==> src/hdl/frr_pkg.sv <==
`timescale 1ns / 1ps
`default_nettype none
// ----------------------------------------------------------------------------
// Frame reorder repair buffer package
// Shared types and constants for the reorder buffer and its backlog cells.
// ----------------------------------------------------------------------------
package frr_pkg;

    localparam int MAX_BACKLOG = 32;
    localparam int MAX_MISSED  = 32;
    localparam int TAG_BITS    = 16;
    localparam int FRAME_BITS  = 32;
    localparam int OUT_CAP     = 34;
    localparam int BL_CW       = $clog2(MAX_BACKLOG + 1);
    localparam int MISS_CW     = $clog2(MAX_MISSED + 1);
    localparam int RES_AW      = $clog2(OUT_CAP + 1);
    localparam int RES_DEPTH   = 1 << RES_AW;

    localparam logic [1:0] OP_FRAME = 2'd0;
    localparam logic [1:0] OP_TIMER = 2'd1;
    localparam logic [1:0] OP_STOP  = 2'd2;

    typedef enum logic [1:0] {
        KIND_DELIVER = 2'd0,
        KIND_DROP    = 2'd1,
        KIND_RESEND  = 2'd2,
        KIND_NONE    = 2'd3
    } t_kind;

    typedef enum logic [1:0] {
        CAUSE_NONE     = 2'd0,
        CAUSE_RESTART  = 2'd1,
        CAUSE_OVERFLOW = 2'd2
    } t_cause;

    typedef struct packed {
        logic [TAG_BITS-1:0]   tag;
        logic [FRAME_BITS-1:0] frame;
    } t_held;

    typedef struct packed {
        t_kind kind;
        t_held held;
    } t_result;

    typedef enum logic [1:0] {
        CELL_HOLD = 2'd0,
        CELL_SHL  = 2'd1,
        CELL_INS  = 2'd2
    } t_cell_op;

    typedef struct packed {
        t_cell_op op;
        logic     ins_front;
    } t_cell_ctrl;

    typedef enum logic [8:0] {
        S_IDLE   = 9'b000000001,
        S_DECIDE = 9'b000000010,
        S_DRAIN  = 9'b000000100,
        S_FLUSH  = 9'b000001000,
        S_LIST   = 9'b000010000,
        S_LROT   = 9'b000100000,
        S_FIN    = 9'b001000000,
        S_RD     = 9'b010000000,
        S_SHOW   = 9'b100000000
    } t_state;

endpackage
`default_nettype wire

==> src/hdl/frr_cell.sv <==
`timescale 1ns / 1ps
`default_nettype none
// ----------------------------------------------------------------------------
// Backlog cell
// Holds one waiting frame; shifts, takes an inserted word or holds.
// ----------------------------------------------------------------------------
module frr_cell (
    input  wire logic              i_clk,
    input  wire frr_pkg::t_cell_ctrl i_ctrl,
    input  wire logic              i_valid,
    input  wire frr_pkg::t_held    i_ins,
    input  wire frr_pkg::t_held    i_left,
    input  wire frr_pkg::t_held    i_right,
    input  wire logic              i_gt_prev,
    output frr_pkg::t_held         o_held,
    output logic                   o_gt,
    output logic                   o_eq
);

    frr_pkg::t_held r_held;
    frr_pkg::t_held n_held;
    logic [frr_pkg::FRAME_BITS-1:0] w_diff;

    assign w_diff = i_ins.frame - r_held.frame;
    assign o_gt   = !i_valid || w_diff[frr_pkg::FRAME_BITS-1] || i_ctrl.ins_front;
    assign o_eq   = i_valid && (i_ins.frame == r_held.frame);
    assign o_held = r_held;

    always_comb begin
        n_held = r_held;
        unique case (i_ctrl.op)
            frr_pkg::CELL_SHL: begin
                n_held = i_right;
            end
            frr_pkg::CELL_INS: begin
                if (i_gt_prev) begin
                    n_held = i_left;
                end else if (o_gt) begin
                    n_held = i_ins;
                end
            end
            default: begin
                n_held = r_held;
            end
        endcase
    end

    always_ff @(posedge i_clk) begin
        r_held <= n_held;
    end

endmodule
`default_nettype wire

==> config.mk <==
export PLATFORM = sky130hd
export DESIGN_NAME = frr_cell
export DESIGN_NICKNAME = d
export VERILOG_FILES = /design/src/hdl/frr_pkg.sv /design/src/hdl/frr_cell.sv
export SDC_FILE = /design/constraint.sdc
export NUM_CORES = 1
export LEC_CHECK = 0
export BUFFER_PORTS_ARGS = -buffer_cell sky130_fd_sc_hd__buf_4
export CORE_MARGIN = 4
export CORE_UTILIZATION = 45
export DETAILED_ROUTE_END_ITERATION = 6
export HOLD_SLACK_MARGIN = 0.02
export PLACE_DENSITY = 0.91
export SETUP_SLACK_MARGIN = 0.3
export SKIP_LAST_GASP = 1
export SLEW_MARGIN = 10
export SYNTH_ARGS = -nofsm -noshare
export SYNTH_HDL_FRONTEND = slang
export SYNTH_SLANG_ARGS = --single-unit
==> constraint.sdc <==
create_clock -name i_clk -period 10.15 [get_ports i_clk]
set_input_delay 1.5225 -clock i_clk [delete_from_list [all_inputs] [get_ports i_clk]]
set_output_delay 1.5225 -clock i_clk [all_outputs]
set_load 0.02 [all_outputs]
-- Word-level counts from Yosys, hierarchy flattened
Cells that the tools add are included.
- output and inout bits: 50
- register bits after elaboration: 48
- word-level logic and storage cells: 16
- input port bits: 150
- reductions and logical operators: 6
- muxes and demuxes: 3
- eq/ne operators: 4
- add/sub/neg operators: 1
- operator list (kind ; count):
    $mux W48 ; 2
    $pmux W48 S2 ; 1
    $eq A32 B32 Y1 ; 1
    $sub A32 B32 Y32 ; 1
    $ne A3 B3 Y1 const B ; 1
    $eq A2 B1 Y1 const B ; 1
    $eq A2 B2 Y1 const B ; 1
    $logic_or A1 B1 Y1 ; 2
    $reduce_and A2 Y1 ; 1
    $reduce_bool A2 Y1 ; 1
    $logic_and A1 B1 Y1 ; 1
    $logic_not A1 Y1 ; 1

-- Longest topological paths before layout
Gate-level depths: netlist of run 1.
- depth in word-level cells: 6
- gate-level depth with buffers: 8

-- Worst setup path before layout of run 1
No wires, ideal clock.
- path type: in2reg
- start: in i_ins[29] in the netlist's numbering
- end: reg r_held, in the netlist o_held[0], enable pin
- stages: 6
- required time: 9624 ps
- data arrival time: 6187 ps
- library setup time: 526 ps
- path buffers: 0
- setup slack: 3437 ps
- path through: ha_1 nand4_2 nor4_1 o21a_1 o31ai_1 a211oi_1
- longest elaborated chain between the ends: 5
- ends and longest elaborated chain (what ; line ; text):
    start, declared ; frr_cell.sv:11 ; input wire frr_pkg::t_held i_ins,
    $sub A32 B32 Y32 ; frr_cell.sv:24 ; assign w_diff = i_ins.frame - r_held.frame;
    $logic_or A1 B1 Y1 (2 in a row) ; frr_cell.sv:25 ; assign o_gt = !i_valid || w_diff[frr_pkg::FRAME_BITS-1] || i_ctrl.ins_front;
    $ne A3 B3 Y1 (no source line) ; n/a ;
    $reduce_and A2 Y1 (no source line) ; n/a ;
    end signal, assigned ; frr_cell.sv:49 ; r_held <= n_held;
    end, declared ; frr_cell.sv:20 ; frr_pkg::t_held r_held;
No other way between the ends.
A chain may end at the register's enable or synchronous reset.

-- Worst setup path after layout of run 1
- start: in i_ins[22] in the netlist's numbering
- end: out o_gt
- longest elaborated chain between the ends: 3
- ends and longest elaborated chain (what ; line ; text):
    $sub A32 B32 Y32 ; frr_cell.sv:24 ;
    $logic_or A1 B1 Y1 (2 in a row) ; frr_cell.sv:25 ;
    end, declared ; frr_cell.sv:16 ; output logic o_gt,
No other way between the ends.

==> results of run 1 <==
==> routing by layer <==
layer	routed length, µm	global-route usage	part of all wire
met1	3603	0.2383	0.35
met2	5467	0.4449	0.54
met3	954	0.06999	0.094
met4	138	0.05656	0.014
met5	0	0	0
==> logic make-up after synthesis <==
group,Yosys count,share of synthesized area
adders and majority gates,31,0.1175
xor gates and xnor gates,2,0.005308
AOI/OAI and AO/OA,77,0.1285
and+or+nand+nor,78,0.1096
muxes,48,0.1456
buffers and inverters,49,0.05686
DFF,48,0.4367
==> metrics by stage <==
step / instance area, µm² / total power (W) / std cells
6_report: 4992 / 0.0005985 / 622
5_1_grt: 4992 / 0.0006316 / 622
4_1_cts: 4992 / 0.0006034 / 622
3_5_place_dp: 4881 / 0.0004646 / 614
3_3_place_gp: 4881 / 0.0004552 / 614
2_1_floorplan: 3301 / 0.0003629 / 333
==> placed cells by master (no fill, tap or decap), types with 2 or more instances in the layout <==
cell type / Yosys / layout
sky130_fd_sc_hd__buf_4: 0 / 201
sky130_fd_sc_hd__nand2_1: 53 / 53
sky130_fd_sc_hd__o21ai_0: 51 / 51
sky130_fd_sc_hd__mux2i_1: 48 / 48
sky130_fd_sc_hd__edfxtp_1: 48 / 48
sky130_fd_sc_hd__inv_1: 33 / 33
sky130_fd_sc_hd__ha_1: 31 / 31
sky130_fd_sc_hd__a21oi_1: 11 / 11
sky130_fd_sc_hd__nand4_1: 5 / 5
sky130_fd_sc_hd__clkbuf_8: 0 / 5
sky130_fd_sc_hd__a21o_1: 3 / 3
sky130_fd_sc_hd__nand3_1: 3 / 3
sky130_fd_sc_hd__nor3_1: 3 / 3
sky130_fd_sc_hd__nor2_1: 2 / 2
sky130_fd_sc_hd__o21a_1: 2 / 2
sky130_fd_sc_hd__nor4_1: 2 / 2
sky130_fd_sc_hd__xnor2_1: 2 / 2
==> layout make-up <==
type | count | area [µm²] | share of cell area
clock buffers | 5 | 68.82 | 0.01378
clock inverters | 3 | 42.54 | 0.008521
inverters | 33 | 123.9 | 0.02481
multi-input cells | 236 | 1687 | 0.3378
flip-flops and latches | 48 | 1441 | 0.2887
well taps | 96 | 120.1 | 0.02406
repair buffers | 201 | 1509 | 0.3023
==> worst min path at each step <==
stage | to | slack (ns) | depth (start not counted)
2_1_floorplan | o_held[0] | 1.71 | 2
3_3_place_gp | o_held[17] | 1.09 | 4
3_5_place_dp | o_held[17] | 1.13 | 4
4_1_cts | o_held[17] | 1.15 | 4
5_1_grt | o_held[22] | 1.21 | 4
6_report | o_held[19] | 1.14 | 4
==> power breakdown <==
| group | switching, W | internal, W | total (W) |
|---|---|---|---|
| sequential | 0.00000926 | 0.000247 | 0.000256 |
| combinational | 0.000105 | 0.0000979 | 0.000203 |
| clock | 0.0000667 | 0.0000730 | 0.000140 |
==> worst max-delay path: cells and delay by family <==
family	cells	cell delay [ns]
fa+ha+maj	1	0.33
buf+inv	2	0.27
compound gates	4	0.64
simple gates	2	0.91
==> load_flow_metrics.sql, run 1 <==
INSERT INTO impl_metrics (metric_group, metric, value, unit) VALUES
('run_status', 'status', 'complete, no violations', ''),
('critical_path', 'critical_path.most_common_cell', 'sky130_fd_sc_hd__buf_4', ''),
('clocking', 'cts_htree_levels', '2', ''),
('critical_path', 'timing.critical_path.to', 'o_gt', ''),
('logic_synthesis', 'yosysMostFrequentCell', 'sky130_fd_sc_hd__nand2_1', ''),
('layout', 'utilization', '0.7189', ''),
('logic_synthesis', 'synth_ff_type', 'sky130_fd_sc_hd__edfxtp_1', ''),
('sta', 'post-route-worst-setup-slack', '4.946', 'ns'),
('logic_synthesis', 'synth_common_cells', 'sky130_fd_sc_hd__nand2_1 (53), sky130_fd_sc_hd__o21ai_0 (51), sky130_fd_sc_hd__edfxtp_1 (48), sky130_fd_sc_hd__mux2i_1 (48), sky130_fd_sc_hd__inv_1 (33)', ''),
('sta', 'timing.final.crit_share', '0.5127', ''),
('sta', 'rsz0062_at_grt', 'false', ''),
('sta', 'setup_viol', '0', ''),
('sta', 'max_clock_freq', '0.1922', 'GHz'),
('sta', 'drv_slew', '0', ''),
('floorplanning', 'start_util', '0.4753', ''),
('routing', 'number_of_vias_in_the_routed_layout', '3238', ''),
('global_route', 'grt_max_degree', '97', ''),
('clocking', 'tritoncts_clock_tree', 'yes', ''),
('logic_synthesis', 'synth_seq_cells', '48', ''),
('logic_synthesis', 'yosys_warnings', '0', ''),
('clocking', 'cts_buffer_depth', '2', ''),
('logic_synthesis', 'synth.largest_area_cell', 'sky130_fd_sc_hd__edfxtp_1', ''),
('floorplanning', 'die_w', '93.65', 'µm'),
('critical_path', 'crit_path_max_incr_delay', '0.53', 'ns'),
('sta', 'count_of_endpoints_failing_hold_in_the_final_timing_report', '0', ''),
('routing', 'drtAntennaViolNets', '0', ''),
('logic_synthesis', 'synth.lib_cells_used.distinct', '35', ''),
('critical_path', 'path_max_fanout', '4', ''),
('clocking', 'cts_hold_buf', '0', ''),
('critical_path', 'critical_path_class', 'primary input to primary output', ''),
('clocking', 'postCtsSetupRepairBufs', '0', ''),
('global_route', 'antenna_violations_before_repair', '0', ''),
('placed_design', 'detailedPlacementHpwl', '8.385', 'mm'),
('critical_path', 'r2r_start', 'o_held[26]', ''),
('routing', 'first_iter_violations', '123', ''),
('critical_path', 'setup.worst_path.start', 'i_ins[22]', ''),
('sta', 'setup_tns', '0', 'ns'),
('sta', 'hold_slack', '1.144', 'ns'),
('routing', 'routedWlPerCell', '16.34', 'µm'),
('global_route', 'globalRouteOverflowTotal', '0', ''),
('clocking', 'ctsResizeCount', '0', ''),
('placed_design', 'dp_worst_setup_slack', '4.966', 'ns'),
('placed_design', 'finalWeightedCongestion', '0.7794', ''),
('clocking', 'cts.root.buffer_cell', 'sky130_fd_sc_hd__clkbuf_8', ''),
('logic_synthesis', 'synth_area', '3301', 'µm²'),
('floorplanning', 'die_area', '8769', 'µm²'),
('layout', 'syn_to_final_growth', '51.25', '%'),
('routing', 'route.detailed.drc', '0', ''),
('layout', 'nNetsFinal', '706', ''),
('floorplanning', 'core.rowCount', '30', ''),
('sta', 'max-slew-margin-rel', '0.3424', ''),
('routing', 'detail_route.wirelength', '10.16', 'mm'),
('global_route', 'grt_first_pass_wirelength', '15.90', 'mm'),
('power', 'ir_worst_vdd', '64.88', 'µV'),
('floorplanning', 'die_height', '93.65', 'µm'),
('clocking', 'clock_latency', '0.30', 'ns'),
('hold_path', 'worst_hold_startpoint', 'o_held[30]', ''),
('clocking', 'cts_made_buffers', '5', ''),
('global_route', 'gr-usage-all-layers', '0.2297', ''),
('critical_path', 'critical-path-slowest-cell', 'sky130_fd_sc_hd__or4b_4', ''),
('critical_path', 'cp_cell_sequence', 'buf_4 > ha_1 > a21oi_2 > o21ai_1 > a22oi_1 > or4b_4 > or3_1 > a21o_1 > buf_4', ''),
('clocking', 'clock-sinks', '48', ''),
('critical_path', 'crit_path_arrival_time', '3.68', 'ns'),
('logic_synthesis', 'synth_fp_nets', '514', ''),
('global_route', 'grt_pass1_vias', '3400', ''),
('critical_path', 'worstRegToRegCells', '8', ''),
('layout', 'post_route_cells_drive_above_1_share', '0.4068', ''),
('logic_synthesis', 'synthTopCellsByArea', 'sky130_fd_sc_hd__edfxtp_1 (44%), sky130_fd_sc_hd__mux2i_1 (15%), sky130_fd_sc_hd__ha_1 (12%)', ''),
('layout', 'diodes', '0', ''),
('placed_design', 'port_buffers', '199', ''),
('floorplanning', 'core', '6944', 'µm²');
Power figures use the tool's default switching activity.
==> run 2, diff against run 1 <==
--- a/config.mk
+++ b/config.mk
@@ -5,12 +5,13 @@
 export SDC_FILE = /design/constraint.sdc
 export NUM_CORES = 1
 export LEC_CHECK = 0
+export ABC_AREA = 1
 export BUFFER_PORTS_ARGS = -buffer_cell sky130_fd_sc_hd__buf_4
 export CORE_MARGIN = 4
-export CORE_UTILIZATION = 45
+export CORE_UTILIZATION = 44
 export DETAILED_ROUTE_END_ITERATION = 6
 export HOLD_SLACK_MARGIN = 0.02
-export PLACE_DENSITY = 0.91
+export PLACE_DENSITY = 0.89
 export SETUP_SLACK_MARGIN = 0.3
 export SKIP_LAST_GASP = 1
 export SLEW_MARGIN = 10
==> constraint.sdc (replaced) <==
create_clock -name i_clk -period 5.46 [get_ports i_clk]
set_input_delay 0.819 -clock i_clk [delete_from_list [all_inputs] [get_ports i_clk]]
set_output_delay 0.819 -clock i_clk [all_outputs]
set_load 0.02 [all_outputs]
==> run 2 against run 1 <==
Register-to-register slack got worse by 4.2 ns. Critical path depth is 3 higher. Non-clock buffer count stayed put. Combinational power up 62%. Largest power group unchanged. Sequential share of layout area rose by 0.17 points.
==> load_flow_metrics.sql, run 2 <==
INSERT INTO impl_metrics (metric_group, metric, value, unit) VALUES
('layout', 'largest_register_ffs', '48', ''),
('routing', 'routedWlPerCell', '14.13', 'µm'),
('critical_path', 'cp-end-kind', 'flop', ''),
('floorplanning', 'start_util', '0.4574', ''),
('critical_path', 'critical_path.most_common_cell', 'sky130_fd_sc_hd__nand2_1', ''),
('clocking', 'postCtsSetupRepairBufs', '0', ''),
('sta', 'post-route-worst-setup-slack', '2.325', 'ns'),
('floorplanning', 'die_area', '9038', 'µm²'),
('routing', 'via_density_per_instance', '4.937', ''),
('critical_path', 'path_max_fanout', '48', ''),
('hold_path', 'holdPathEnd', 'o_held[33]', ''),
('clocking', 'cts.root.buffer_cell', 'sky130_fd_sc_hd__clkbuf_8', ''),
('floorplanning', 'core.rowCount', '31', ''),
('critical_path', 'endpoint_of_the_lowest_slack_register_to_register_path', 'o_held[22]', ''),
('layout', 'area_of_combinational_cells_with_multiple_inputs', '1617', 'µm²'),
('critical_path', 'critical_path_required', '5.38', 'ns'),
('sta', 'drv_slew', '0', ''),
('routing', 'route.detailed.drc', '0', ''),
('placed_design', 'dpl.cell_count', '707', ''),
('routing', 'detail_route.wirelength', '10.11', 'mm'),
('logic_synthesis', 'synth_common_cells', 'sky130_fd_sc_hd__nand2_1 (149), sky130_fd_sc_hd__nor2_1 (56), sky130_fd_sc_hd__inv_1 (50)', ''),
('logic_synthesis', 'synth_enable_flop_cells', '48', ''),
('critical_path', 'r2r_start', 'o_held[30]', ''),
('routing', 'first_iter_violations', '89', ''),
('power', 'power.leakage', '2.523', 'nW'),
('routing', 'detailedRoute.firstPassIterationCount', '5', ''),
('sta', 'timing.final.crit_share', '0.5741', ''),
('global_route', 'antenna_violations_before_repair', '0', ''),
('critical_path', 'worstRegToRegCells', '12', ''),
('layout', 'final-seq-area', '1441', 'µm²'),
('global_route', 'grt_first_pass_wirelength', '15.26', 'mm'),
('clocking', 'ctsResizeCount', '0', ''),
('layout', 'fillers', '610', ''),
('critical_path', 'cp_cell_sequence', 'buf_4 > ha_1 > a21o_1 > nor2_1 > nand2_1 > a21oi_1 > nand2_1 > nand2_1 > nand2_1 > nand3_1 > nand2_1 > nand2_2', ''),
('floorplanning', 'die_height', '95.07', 'µm'),
('clocking', 'cts_htree_levels', '2', ''),
('hold_path', 'min_path_type', 'primary input to flop', ''),
('sta', 'setup_tns', '0', 'ns'),
('logic_synthesis', 'yosys_warnings', '0', ''),
('run_status', 'status', 'complete, no violations', ''),
('layout', 'nNetsFinal', '796', ''),
('floorplanning', 'die_w', '95.07', 'µm'),
('clocking', 'clk_pin_slew_worst_paths', '0.09', 'ns'),
('placed_design', 'dp_worst_setup_slack', '1.988', 'ns'),
('logic_synthesis', 'syn_area_per_cell', '7.812', 'µm²'),
('floorplanning', 'ioPinCount', '200', ''),
('logic_synthesis', 'synth_fp_nets', '608', ''),
('logic_synthesis', 'synth_seq_cells', '48', ''),
('logic_synthesis', 'part_of_the_yosys_area_used_for_sequential_elements', '0.4321', ''),
('logic_synthesis', 'synth.largest_area_cell', 'sky130_fd_sc_hd__edfxtp_1', ''),
('logic_synthesis', 'synthTopCellsByArea', 'sky130_fd_sc_hd__edfxtp_1 (43%), sky130_fd_sc_hd__nand2_1 (17%), sky130_fd_sc_hd__ha_1 (12%)', ''),
('critical_path', 'crit_path_max_incr_delay', '0.84', 'ns'),
('clocking', 'cts_hold_buf', '0', ''),
('clocking', 'clock-sinks', '48', ''),
('logic_synthesis', 'synth_area', '3336', 'µm²'),
('layout', 'layout_common_cells', 'sky130_fd_sc_hd__buf_4 (201), sky130_fd_sc_hd__nand2_1 (148), sky130_fd_sc_hd__nor2_1 (56), sky130_fd_sc_hd__inv_1 (50)', ''),
('critical_path', 'critical-path-slowest-cell', 'sky130_fd_sc_hd__nand2_2', ''),
('global_route', 'grt_pass1_vias', '3399', ''),
('placed_design', 'finalWeightedCongestion', '0.7760', ''),
('clocking', 'tritoncts_clock_tree', 'yes', ''),
('sta', 'setup_viol', '0', ''),
('sta', 'count_of_endpoints_failing_hold_in_the_final_timing_report', '0', ''),
('logic_synthesis', 'synth_ff_type', 'sky130_fd_sc_hd__edfxtp_1', ''),
('placed_design', 'port_buffers', '199', ''),
('critical_path', 'crit_path_arrival_time', '3.05', 'ns'),
('sta', 'max-slew-margin-rel', '0.2199', ''),
('clocking', 'clock_latency', '0.30', 'ns'),
('layout', 'syn_to_final_growth', '48.76', '%'),
('clocking', 'cts_made_buffers', '5', ''),
('sta', 'worst-slew-pin-transition', '1.166', 'ns'),
('placed_design', 'detailedPlacementHpwl', '7.876', 'mm'),
('logic_synthesis', 'post_synth_arst_share', '0', ''),
('logic_synthesis', 'yosysMostFrequentCell', 'sky130_fd_sc_hd__nand2_1', ''),
('routing', 'drtAntennaViolNets', '0', ''),
('global_route', 'grt_max_degree', '97', ''),
('sta', 'timing.clock.skew', '0.007360', 'ns'),
('critical_path', 'reg2reg_slack', '2.55', 'ns'),
('clocking', 'cts_buffer_depth', '2', ''),
('sta', 'minimum_clock_period', '3.135', 'ns'),
('hold_path', 'worst_hold_startpoint', 'i_right[33]', ''),
('power', 'ir_worst_vdd', '97.52', 'µV'),
('sta', 'max_clock_freq', '0.3190', 'GHz'),
('layout', 'post_route_cells_drive_above_1_share', '0.3474', ''),
('layout', 'layout_commonest_cell', 'sky130_fd_sc_hd__buf_4', ''),
('layout', 'diodes', '0', ''),
('global_route', 'gr-usage-all-layers', '0.2132', ''),
('hold_path', 'worst_hold_path.num_cells', '3', ''),
('logic_synthesis', 'post_synth_inst_count', '427', ''),
('logic_synthesis', 'synth.lib_cells_used.distinct', '21', ''),
('logic_synthesis', 'synth.top_cell.area_share', '0.4321', ''),
('critical_path', 'critical_path_class', 'primary input to flop', ''),
('routing', 'number_of_vias_in_the_routed_layout', '3530', ''),
('layout', 'utilization', '0.6805', ''),
('critical_path', 'setup.worst_path.start_class', 'primary input', ''),
('global_route', 'globalRouteOverflowTotal', '0', ''),
('run', 'maxCapViolCount', '0', ''),
('power', 'powerDensity', '200.6', 'nW/µm²'),
('sta', 'rsz0062_at_grt', 'false', ''),
('layout', 'layout.cells.non_filler', '715', ''),
('floorplanning', 'core', '7292', 'µm²');
run 2: changes by cell type after synthesis, sizes merged, moves of 5 or more:
cell,previous run,this run
mux2i,48,0
nor2,2,59
a31oi,0,48
inv,33,50
o21ai,52,0
buf,3,8
nand2,53,149
nand4,6,1
run 2: layout make-up:
cell class / count / share of cell area
flip-flops and latches: 48 / 0.2905
clock buffers: 6 / 0.01462
well taps: 99 / 0.02496
repair buffers: 201 / 0.3041
multi-input cells: 309 / 0.3258
inverters: 50 / 0.03782
clock inverters: 2 / 0.002269
run 2: how the worst max path moves through the flow:
stage / from / to / slack [ns] / depth (start not counted)
2_1_floorplan: i_ins[22] / o_held[0] / 2.19 / 11
3_3_place_gp: i_ins[22] / o_held[20] / 2.09 / 12
3_5_place_dp: i_ins[30] / o_held[22] / 1.99 / 12
4_1_cts: i_ins[22] / o_held[22] / 2.31 / 12
5_1_grt: i_ins[22] / o_held[21] / 2.11 / 12
6_report: i_ins[30] / o_held[22] / 2.33 / 12
run 2: through the flow:
stage	power, W	cell area (µm²)	hold slack, ns
2_1_floorplan	0.0006327	3336	1.073
3_3_place_gp	0.0007849	4878	1.169
3_5_place_dp	0.0007978	4878	1.173
4_1_cts	0.001002	4962	0.8621
5_1_grt	0.001055	4962	0.8658
6_report	0.0009954	4962	0.8707
run 2: power breakdown:
| part | leakage, nW | switching [W] | internal (W) |
|---|---|---|---|
| Sequential | 0.460 | 0.0000128 | 0.000446 |
| Combinational | 2.02 | 0.000171 | 0.000157 |
| Clock | 0.0388 | 0.000119 | 0.0000891 |
run 2: metal layers:
metal,vias up,global-route usage,routed length (µm)
li1,1786,-,-
met2,153,0.3953,5346
met5,-,0,0
met3,13,0.03552,699
met1,1578,0.2516,3922
met4,0,0.05889,136
run 2: cells by family after synthesis:
kind of cell	after synthesis	share of synthesized area
buffers and inverters	70	0.08552
xor gates and xnor gates	1	0.002626
and+or+nand+nor	217	0.2539
DFF	48	0.4321
AOI/OAI and AO/OA	60	0.1095
adders and majority gates	31	0.1163
run 2: worst max-delay path: cells and delay by family:
kind / cells / cell delay [ns]
and+or+nand+nor: 8 / 1.37
AOI/OAI and AO/OA: 2 / 0.41
adders and majority gates: 1 / 0.30
buffers and inverters: 1 / 0.12
